[src/u8san_pkg.sv]
`default_nettype none
package u8san_pkg;

  localparam int Q_DEPTH = 4;
  localparam int Q_AW    = 2;

  localparam logic [7:0] REP_B0 = 8'hEF;
  localparam logic [7:0] REP_B1 = 8'hBF;
  localparam logic [7:0] REP_B2 = 8'hBD;

  localparam logic [1:0] REP_LAST_POS = 2'd2;

  // one queue entry: replacements, then pass bytes, then replacements
  typedef struct packed {
    logic [3:0][7:0] pb;
    logic [2:0]      n_pre;
    logic [2:0]      n_pass;
    logic [1:0]      n_post;
    logic            last;
    logic            str_valid;
  } u8san_cmd_t;

  // group length from the lead byte, zero when the lead is invalid
  function automatic logic [2:0] lead_len(input logic [7:0] b);
    logic [2:0] len;
    len = 3'd0;
    priority if (b[7] == 1'b0) begin
      len = 3'd1;
    end else if (b[7:5] == 3'b110) begin
      len = 3'd2;
    end else if (b[7:4] == 4'b1110) begin
      len = 3'd3;
    end else if (b[7:3] == 5'b11110) begin
      len = 3'd4;
    end else begin
      len = 3'd0;
    end
    return len;
  endfunction

  function automatic logic [7:0] rep_byte(input logic [1:0] pos);
    logic [7:0] r;
    unique case (pos)
      2'd0:    r = REP_B0;
      2'd1:    r = REP_B1;
      default: r = REP_B2;
    endcase
    return r;
  endfunction

endpackage
`default_nettype wire

[src/u8san_in_if.sv]
`default_nettype none
interface u8san_in_if;
  logic       valid;
  logic       ready;
  logic [7:0] in_byte;
  logic       in_last;

  modport source (output valid, output in_byte, output in_last, input ready);
  modport sink (input valid, input in_byte, input in_last, output ready);
endinterface
`default_nettype wire

[src/u8san_out_if.sv]
`default_nettype none
interface u8san_out_if;
  logic       valid;
  logic       ready;
  logic [7:0] out_byte;
  logic       out_substituted;
  logic       out_last;
  logic       string_was_valid;

  modport source (output valid, output out_byte, output out_substituted,
                  output out_last, output string_was_valid, input ready);
  modport sink (input valid, input out_byte, input out_substituted,
                input out_last, input string_was_valid, output ready);
endinterface
`default_nettype wire

[src/u8san_front.sv]
`default_nettype none
module u8san_front
  import u8san_pkg::*;
(
  input  wire logic   clk,
  input  wire logic   rst_n,
  u8san_in_if.sink    in_ch,
  input  wire logic   q_full,
  output logic        q_push,
  output u8san_cmd_t  q_cmd
);

  logic [2:0][7:0] held_r, held_nxt;
  logic [1:0]      hc_r, hc_nxt;
  logic [2:0]      glen_r, glen_nxt;
  logic            anyrep_r, anyrep_nxt;

  logic       accept;
  logic [7:0] b;
  logic       is_cont;
  logic       cont_case;
  logic [2:0] len;
  logic [2:0] n_pre;
  logic [2:0] n_pass;
  logic [1:0] n_post;
  logic       has_rep;

  assign in_ch.ready = !q_full;
  assign accept      = in_ch.valid && in_ch.ready;
  assign b           = in_ch.in_byte;
  assign is_cont     = (b[7:6] == 2'b10);
  assign cont_case   = (hc_r != 2'd0) && is_cont;
  assign len         = lead_len(b);

  always_comb begin
    held_nxt = held_r;
    hc_nxt   = hc_r;
    glen_nxt = glen_r;
    n_pre    = 3'd0;
    n_pass   = 3'd0;
    n_post   = 2'd0;
    if (cont_case) begin
      if (({1'b0, hc_r} + 3'd1) >= glen_r) begin
        n_pass   = {1'b0, hc_r} + 3'd1;
        hc_nxt   = 2'd0;
        glen_nxt = 3'd1;
      end else begin
        for (int i = 0; i < 3; i++) begin
          if (hc_r == i[1:0]) begin
            held_nxt[i] = b;
          end
        end
        hc_nxt = hc_r + 2'd1;
      end
    end else begin
      // group not continued (or none held): one replacement per held byte, then rescan as a lead
      n_pre    = {1'b0, hc_r};
      hc_nxt   = 2'd0;
      glen_nxt = 3'd1;
      if (len == 3'd0) begin
        n_pre = n_pre + 3'd1;
      end else if (len == 3'd1) begin
        n_pass = 3'd1;
      end else begin
        held_nxt[0] = b;
        hc_nxt      = 2'd1;
        glen_nxt    = len;
      end
    end
    // group cut short at end of string
    if (in_ch.in_last) begin
      n_post   = hc_nxt;
      hc_nxt   = 2'd0;
      glen_nxt = 3'd1;
    end
  end

  assign has_rep    = (n_pre != 3'd0) || (n_post != 2'd0);
  assign anyrep_nxt = in_ch.in_last ? 1'b0 : (anyrep_r || has_rep);

  always_comb begin
    q_cmd.pb[0] = cont_case ? held_r[0] : b;
    q_cmd.pb[1] = (cont_case && hc_r > 2'd1) ? held_r[1] : b;
    q_cmd.pb[2] = (cont_case && hc_r > 2'd2) ? held_r[2] : b;
    q_cmd.pb[3] = b;
    q_cmd.n_pre     = n_pre;
    q_cmd.n_pass    = n_pass;
    q_cmd.n_post    = n_post;
    q_cmd.last      = in_ch.in_last;
    q_cmd.str_valid = !(anyrep_r || has_rep);
  end

  assign q_push = accept && ((n_pre != 3'd0) || (n_pass != 3'd0) || (n_post != 2'd0));

  always_ff @(posedge clk) begin
    if (!rst_n) begin
      hc_r     <= 2'd0;
      glen_r   <= 3'd1;
      anyrep_r <= 1'b0;
    end else if (accept) begin
      hc_r     <= hc_nxt;
      glen_r   <= glen_nxt;
      anyrep_r <= anyrep_nxt;
    end
  end

  always_ff @(posedge clk) begin
    if (accept) begin
      held_r <= held_nxt;
    end
  end

`ifndef SYNTHESIS
  a_held_in_group: assert property (@(posedge clk) disable iff (!rst_n)
    (hc_r != 2'd0) |-> (glen_r >= 3'd2 && {1'b0, hc_r} < glen_r))
    else $error("held count outside group length");
  a_last_pushes: assert property (@(posedge clk) disable iff (!rst_n)
    (accept && in_ch.in_last) |-> q_push)
    else $error("final byte produced no output");
`endif

endmodule
`default_nettype wire

[src/u8san_fifo.sv]
`default_nettype none
module u8san_fifo
  import u8san_pkg::*;
(
  input  wire logic        clk,
  input  wire logic        rst_n,
  input  wire logic        push,
  input  wire u8san_cmd_t  push_cmd,
  output logic             full,
  input  wire logic        pop,
  output u8san_cmd_t       pop_cmd,
  output logic             empty
);

  u8san_cmd_t mem_r [Q_DEPTH];
  logic [Q_AW-1:0] wp_r, rp_r;
  logic [Q_AW:0]   cnt_r;

  assign full    = (cnt_r == (Q_AW+1)'(Q_DEPTH));
  assign empty   = (cnt_r == '0);
  assign pop_cmd = mem_r[rp_r];

  always_ff @(posedge clk) begin
    if (!rst_n) begin
      wp_r  <= '0;
      rp_r  <= '0;
      cnt_r <= '0;
    end else begin
      if (push) begin
        wp_r <= wp_r + 1'b1;
      end
      if (pop) begin
        rp_r <= rp_r + 1'b1;
      end
      if (push && !pop) begin
        cnt_r <= cnt_r + 1'b1;
      end else if (pop && !push) begin
        cnt_r <= cnt_r - 1'b1;
      end
    end
  end

  always_ff @(posedge clk) begin
    if (push) begin
      mem_r[wp_r] <= push_cmd;
    end
  end

`ifndef SYNTHESIS
  a_no_overflow: assert property (@(posedge clk) disable iff (!rst_n)
    !(push && full))
    else $error("push into full queue");
  a_no_underflow: assert property (@(posedge clk) disable iff (!rst_n)
    !(pop && empty))
    else $error("pop from empty queue");
`endif

endmodule
`default_nettype wire

[src/u8san_back.sv]
`default_nettype none
module u8san_back
  import u8san_pkg::*;
(
  input  wire logic        clk,
  input  wire logic        rst_n,
  input  wire logic        q_empty,
  input  wire u8san_cmd_t  q_cmd,
  output logic             q_pop,
  u8san_out_if.source      out_ch
);

  logic [3:0][7:0] pb_r;
  logic [2:0]      pre_r, pre_nxt;
  logic [2:0]      pass_r, pass_nxt;
  logic [1:0]      post_r, post_nxt;
  logic [1:0]      pos_r, pos_nxt;
  logic [1:0]      pidx_r, pidx_nxt;
  logic            last_r;
  logic            sval_r;

  logic [7:0] ob_r;
  logic       osub_r;
  logic       olast_r;
  logic       oval_r;
  logic       ovalid_r;

  logic       busy;
  logic       adv;
  logic       done;
  logic [7:0] cur_byte;
  logic       cur_sub;

  assign busy = (pre_r != 3'd0) || (pass_r != 3'd0) || (post_r != 2'd0);
  assign adv  = busy && (!ovalid_r || out_ch.ready);

  always_comb begin
    pre_nxt  = pre_r;
    pass_nxt = pass_r;
    post_nxt = post_r;
    pos_nxt  = pos_r;
    pidx_nxt = pidx_r;
    cur_byte = rep_byte(pos_r);
    cur_sub  = 1'b1;
    if (pre_r != 3'd0) begin
      if (pos_r == REP_LAST_POS) begin
        pos_nxt = 2'd0;
        pre_nxt = pre_r - 3'd1;
      end else begin
        pos_nxt = pos_r + 2'd1;
      end
    end else if (pass_r != 3'd0) begin
      cur_byte = pb_r[pidx_r];
      cur_sub  = 1'b0;
      pidx_nxt = pidx_r + 2'd1;
      pass_nxt = pass_r - 3'd1;
    end else begin
      if (pos_r == REP_LAST_POS) begin
        pos_nxt  = 2'd0;
        post_nxt = post_r - 2'd1;
      end else begin
        pos_nxt = pos_r + 2'd1;
      end
    end
  end

  assign done  = (pre_nxt == 3'd0) && (pass_nxt == 3'd0) && (post_nxt == 2'd0);
  assign q_pop = !q_empty && (!busy || (adv && done));

  always_ff @(posedge clk) begin
    if (!rst_n) begin
      pre_r  <= 3'd0;
      pass_r <= 3'd0;
      post_r <= 2'd0;
      pos_r  <= 2'd0;
      pidx_r <= 2'd0;
    end else if (q_pop) begin
      pre_r  <= q_cmd.n_pre;
      pass_r <= q_cmd.n_pass;
      post_r <= q_cmd.n_post;
      pos_r  <= 2'd0;
      pidx_r <= 2'd0;
    end else if (adv) begin
      pre_r  <= pre_nxt;
      pass_r <= pass_nxt;
      post_r <= post_nxt;
      pos_r  <= pos_nxt;
      pidx_r <= pidx_nxt;
    end
  end

  always_ff @(posedge clk) begin
    if (q_pop) begin
      pb_r   <= q_cmd.pb;
      last_r <= q_cmd.last;
      sval_r <= q_cmd.str_valid;
    end
  end

  // output register
  always_ff @(posedge clk) begin
    if (!rst_n) begin
      ovalid_r <= 1'b0;
    end else if (adv) begin
      ovalid_r <= 1'b1;
    end else if (out_ch.ready) begin
      ovalid_r <= 1'b0;
    end
  end

  always_ff @(posedge clk) begin
    if (adv) begin
      ob_r    <= cur_byte;
      osub_r  <= cur_sub;
      olast_r <= done && last_r;
      oval_r  <= done && last_r && sval_r;
    end
  end

  assign out_ch.valid            = ovalid_r;
  assign out_ch.out_byte         = ob_r;
  assign out_ch.out_substituted  = osub_r;
  assign out_ch.out_last         = olast_r;
  assign out_ch.string_was_valid = oval_r;

`ifndef SYNTHESIS
  a_sub_not_valid: assert property (@(posedge clk) disable iff (!rst_n)
    (ovalid_r && osub_r) |-> !oval_r)
    else $error("replaced byte flagged as valid string");
  a_pass_range: assert property (@(posedge clk) disable iff (!rst_n)
    (pass_r != 3'd0) |-> (({1'b0, pidx_r} + pass_r) <= 3'd4))
    else $error("pass index beyond entry");
`endif

endmodule
`default_nettype wire

[src/utf8_replacement_sanitizer.sv]
`default_nettype none
// channel  dir  fields                                                    handshake
// in_ch    in   in_byte[7:0], in_last                                     valid/ready
// out_ch   out  out_byte[7:0], out_substituted, out_last, string_was_valid valid/ready
//
// one input byte per cycle is taken while the command queue has room
// the back end sends one output byte per cycle while out_ch is ready and work is queued;
// a replacement is three output bytes, so one input byte can give up to twelve output bytes
// the four-entry command queue lets input keep flowing while out_ch stalls
// rst_n is synchronous; after reset no group is held and the string is clean
module utf8_replacement_sanitizer
  import u8san_pkg::*;
(
  input  wire logic    clk,
  input  wire logic    rst_n,
  u8san_in_if.sink     in_ch,
  u8san_out_if.source  out_ch
);

  logic       q_push;
  logic       q_pop;
  logic       q_full;
  logic       q_empty;
  u8san_cmd_t q_wcmd;
  u8san_cmd_t q_rcmd;

  u8san_front u_front (
    .clk    (clk),
    .rst_n  (rst_n),
    .in_ch  (in_ch),
    .q_full (q_full),
    .q_push (q_push),
    .q_cmd  (q_wcmd)
  );

  u8san_fifo u_fifo (
    .clk      (clk),
    .rst_n    (rst_n),
    .push     (q_push),
    .push_cmd (q_wcmd),
    .full     (q_full),
    .pop      (q_pop),
    .pop_cmd  (q_rcmd),
    .empty    (q_empty)
  );

  u8san_back u_back (
    .clk     (clk),
    .rst_n   (rst_n),
    .q_empty (q_empty),
    .q_cmd   (q_rcmd),
    .q_pop   (q_pop),
    .out_ch  (out_ch)
  );

endmodule
`default_nettype wire

[src/flat_wrapper.sv]
// flat-port wrapper written by rule: the top's interface ports become plain ports
module utf8_replacement_sanitizer_flat import u8san_pkg::*;
  (clk, rst_n, in_ch_valid, in_ch_in_byte, in_ch_in_last, in_ch_ready, out_ch_valid, out_ch_out_byte, out_ch_out_substituted, out_ch_out_last, out_ch_string_was_valid, out_ch_ready);
  u8san_in_if in_ch_i ();
  u8san_out_if out_ch_i ();
  input  wire logic clk;
  input  wire logic rst_n;
  input wire logic [$bits(in_ch_i.valid)-1:0] in_ch_valid;
  input wire logic [$bits(in_ch_i.in_byte)-1:0] in_ch_in_byte;
  input wire logic [$bits(in_ch_i.in_last)-1:0] in_ch_in_last;
  output wire logic [$bits(in_ch_i.ready)-1:0] in_ch_ready;
  output wire logic [$bits(out_ch_i.valid)-1:0] out_ch_valid;
  output wire logic [$bits(out_ch_i.out_byte)-1:0] out_ch_out_byte;
  output wire logic [$bits(out_ch_i.out_substituted)-1:0] out_ch_out_substituted;
  output wire logic [$bits(out_ch_i.out_last)-1:0] out_ch_out_last;
  output wire logic [$bits(out_ch_i.string_was_valid)-1:0] out_ch_string_was_valid;
  input wire logic [$bits(out_ch_i.ready)-1:0] out_ch_ready;
  assign in_ch_i.valid = in_ch_valid;
  assign in_ch_i.in_byte = in_ch_in_byte;
  assign in_ch_i.in_last = in_ch_in_last;
  assign in_ch_ready = in_ch_i.ready;
  assign out_ch_valid = out_ch_i.valid;
  assign out_ch_out_byte = out_ch_i.out_byte;
  assign out_ch_out_substituted = out_ch_i.out_substituted;
  assign out_ch_out_last = out_ch_i.out_last;
  assign out_ch_string_was_valid = out_ch_i.string_was_valid;
  assign out_ch_i.ready = out_ch_ready;
  utf8_replacement_sanitizer u_core (.clk(clk), .rst_n(rst_n), .in_ch(in_ch_i), .out_ch(out_ch_i));
endmodule
[config.mk]
export PLATFORM = sky130hd
export DESIGN_NAME = utf8_replacement_sanitizer_flat
export DESIGN_NICKNAME = d
export VERILOG_FILES = /design/src/u8san_pkg.sv /design/src/u8san_in_if.sv /design/src/u8san_out_if.sv /design/src/u8san_front.sv /design/src/u8san_fifo.sv /design/src/u8san_back.sv /design/src/utf8_replacement_sanitizer.sv /design/src/flat_wrapper.sv
export SDC_FILE = /design/constraint.sdc
export NUM_CORES = 1
export LEC_CHECK = 0
export BUFFER_PORTS_ARGS = -buffer_cell sky130_fd_sc_hd__buf_2
export CORE_AREA = 2 2 121 152
export CTS_CLUSTER_DIAMETER = 30
export CTS_CLUSTER_SIZE = 40
export DETAILED_ROUTE_END_ITERATION = 8
export DIE_AREA = 0 0 123 154
export PLACE_DENSITY_LB_ADDON = 0.1
export SYNTH_ARGS = -nofsm -noshare
export SYNTH_HDL_FRONTEND = slang
export SYNTH_SLANG_ARGS = --single-unit
[constraint.sdc]
create_clock -name clk -period 4.6 [get_ports clk]
set_input_delay 0.69 -clock clk [delete_from_list [all_inputs] [get_ports clk]]
set_output_delay 0.69 -clock clk [all_outputs]
set_load 0.05 [all_outputs]
==> run metrics <==
r2r setup slk=620 ps; post-CTS sizing=0; Num CTS Buffers=38; # DRC=0; root buffer cell=clkbuf_16; Yosys warnings=0; sequential fraction of the synthesis area=72.1%; CP dominant cell by count=ha_1; CTS tree=yes; Comb power frac=20.9%; Congestion Overflow GR=0; Final Hold Fails=0; synthesized instance count=607; Post-synth top flop=edfxtp_1; DRT iter0 DRCs=403; clock sink count=265; #FFs+latches synth=265; final non-filler cell total=910; leakage power total=4.10 nW; port bufs=25; reg2reg start=u_core.u_front.hc_r[0]; Site Rows=54; crit path launch=u_core.u_front.hc_r[0]; Placed Instance Area=11,000 um2; Total Power=7.51 mW; final worst slack=620 ps; CTS Buffer Depth=3; slowest CP cell=dfxtp_1; I/O Pins=26; status=complete, no violations; CP arrival=4410 ps; largest net degree at the start of global routing=51; leading area contributor after synthesis=edfxtp_1; worst-margin pin slew=865 ps; fin crit share=86.5%; Initial Util=61.1%; Final Wtd Congestion=0.840; syn_nets=638; Avg Vias per Cell=6.03; DP Cell Count=843; slowest cell delay on critical path=470 ps; Final TNS setup=0 ps; Worst EP required=5030 ps; synthesized area per cell=17.5 um2; Clock power frac=35.0%; crit path capture=u_core.u_fifo.cnt_r[2]; synth top area cells=edfxtp_1 67%, mux4_2 11%, dfxtp_1 5.3%; fillers=1,124; Cell Int Power=5.31 mW; Die ar.=18,900 um2; skew final=15.9 ps; Post-Place Setup Slack=612 ps; crit path launch type=flop; Final Max Slew Viols=0; clock latency at the later pin of the worst-skew pair=510 ps; footprint of the multi-input gates=2800 um2; worst hold path class=flop to flop; CTS H-tree depth=2; WHS=465 ps; EDFF count, synth=237; ant diodes=0; fin nets=690; fin area=12,200 um2; Die X=123 um; synthesis-to-layout area growth=14.6%; core area=17,400 um2; unrepaired setup endpoints after global routing=no; drt first pass iters=5; drt wl/cell=22.6 um; CP Capture Type=flop; Yosys top cell area share=66.9%; PD cells=616 nW/um2; post-CTS setup buffer count=0; dpl hpwl=12.6 mm; Final Setup Violations=0; Mapped Area=10,600 um2; Net Sw Power=2.20 mW; Yosys cell types=57; Total Wirelength=20.6 mm; DRT antenna net count=0; initial antenna violation count=0; Crit Path Max Fanout=8; reg2reg path depth=14; max_slew headroom=42.3%; max cap viols=0; Post-Route Utilization=70.0%; Worst R2R End=u_core.u_fifo.cnt_r[2]; kind of critical path=flop to flop; Max Fclk=251 MHz; storage element area=7680 um2; share of async-settable or async-resettable flops after synthesis=0%; Hold-fix buffers, CTS=0; Die Span Y=154 um; Worst VDD drop=459 uV; fin crit period=3980 ps; via count=5,491; ordered list of cells on the worst path=inv_1 > ha_1 > ha_1 > a21oi_1 > o21ai_0 > o22ai_1 > nor4_2 > a31oi_2 > ha_1 > inv_1 > fa_1 > xor2_1 > or3_1 > a21boi_0; clock slew at reported path FFs=50 ps; fraction of layout instances using a drive strength above 1=24.9%; GRT Total Usage=22.5%; sw frac=29.3%; vias in the first global route=5,649; global-route wire length before repair=31.4 mm; Seq pwr share=44.1%
-- logic make-up (layout without fill, tap and decap cells) --
logic type / after synthesis / in the layout / share of synthesized area (%)
mux: 71 / 71 / 12.7
simple gates: 149 / 149 / 7.09
fa+ha+maj: 18 / 18 / 2.19
buf+inv: 42 / 121 / 1.66
flops: 265 / 265 / 72.1
xor+xnor: 9 / 9 / 0.741
compound gates: 53 / 53 / 3.49
-- per-layer routing --
layer / wire length, um / up-vias / share of wire, % / track usage (%)
met5: 0 / - / 0 / 0
met4: 472 / 0 / 2.3 / 6.87
met3: 1100 / 45 / 5.3 / 4.67
met2: 10600 / 156 / 52 / 37.9
met1: 8350 / 2802 / 41 / 29.6
li1: - / 2488 / - / -
-- how the worst min path moves through the flow --
stage | from | endpoint | slack [ps] | cells after the start
floorplan | u_core.u_front.glen_r[1] | u_core.u_front.glen_r[1] | 440 | 2
global placement | u_core.u_front.glen_r[1] | u_core.u_front.glen_r[1] | 460 | 2
detailed placement | u_core.u_front.glen_r[1] | u_core.u_front.glen_r[1] | 460 | 2
CTS | u_core.u_front.glen_r[1] | u_core.u_front.glen_r[1] | 470 | 2
global route | u_core.u_front.glen_r[1] | u_core.u_front.glen_r[1] | 480 | 2
finish | u_core.u_front.glen_r[1] | u_core.u_front.glen_r[1] | 460 | 2
-- state kept, by name (all words and copies together), names as in the netlist, 2 cells and up, named ones only --
name and flops:
u_core.u_front.glen_r 3, u_core.u_back.pre_r 3, u_core.u_fifo.wp_r 2, u_core.u_front.hc_r 2, u_core.u_fifo.cnt_r 3, u_core.u_front.held_r 24
u_core.u_fifo.rp_r 2, u_core.u_back.pass_r 3, u_core.u_back.out_ch.out_byte 8, u_core.u_fifo.mem_r 168, u_core.u_back.post_r 2, u_core.u_back.pb_r 32
u_core.u_back.pos_r 2, u_core.u_back.pidx_r 2
-- power by group through the flow --
stage | logic [mW] | registers (mW) | clock network [mW]
2_1_floorplan | 1.04 | 3.42 | 0
3_3_place_gp | 1.53 | 3.34 | 0
3_5_place_dp | 1.58 | 3.36 | 0
4_1_cts | 1.59 | 3.32 | 2.67
5_1_grt | 1.69 | 3.35 | 2.77
6_report | 1.57 | 3.32 | 2.63
-- cell type report --
class	instances	share of cell area (%)
clock buffers	42	7.92
clock inverters	25	1.67
inverters	18	0.554
multi-input cells	300	22.9
flip-flops and latches	265	62.9
well taps	224	2.30
repair buffers	36	1.70
-- cell usage after synthesis (all sizes together) (2+ instances only) --
cell type  count
o21a           4
inv           18
edfxtp       237
clkbuf        13
nor2b         11
buf           11
nand3         16
nand2         52
nor3           5
mux4          50
o22ai          2
a21oi          9
nor2          24
o21ai         12
a31oi          2
or3b           2
a21boi         3
o211ai         6
ha            17
and2          11
and3           3
mux2i          8
xor2           3
and4           2
nand2b         6
dfxtp         28
mux2          13
o31ai          3
nor4           2
xnor2          6
or3            8
-- critical path: cells and delay by family, from the launching register on --
| family | cells | cell delay, ps |
|---|---|---|
| XOR/XNOR | 1 | 180 |
| adder cells (fa/ha/maj) | 4 | 1290 |
| AND/OR/NAND/NOR | 2 | 440 |
| AO/OA/AOI/OAI | 5 | 1290 |
| flip-flops | 1 | 470 |
| buffers and inverters | 2 | 240 |
-- layout by cell type, fill, tap and decap left out, types with 5 or more instances in the layout --
| cell type | synthesis | final |
|---|---|---|
| clkbuf_16 | 0 | 38 |
| or3_1 | 8 | 8 |
| inv_6 | 0 | 8 |
| xnor2_1 | 6 | 6 |
| a21oi_1 | 9 | 9 |
| buf_4 | 2 | 11 |
| o21ai_0 | 11 | 11 |
| nand2_1 | 52 | 52 |
| and2_1 | 11 | 7 |
| ha_1 | 17 | 17 |
| clkinv_1 | 0 | 5 |
| buf_2 | 9 | 25 |
| nand3_1 | 16 | 16 |
| nor2b_1 | 11 | 11 |
| edfxtp_1 | 237 | 237 |
| nor2_1 | 24 | 24 |
| mux4_2 | 50 | 50 |
| dfxtp_1 | 28 | 26 |
| mux2_2 | 13 | 13 |
| nand2b_1 | 6 | 6 |
| nor3_1 | 5 | 5 |
| mux2i_1 | 8 | 8 |
| inv_1 | 18 | 18 |
| o211ai_1 | 6 | 6 |
Power figures use the tool's default switching activity.
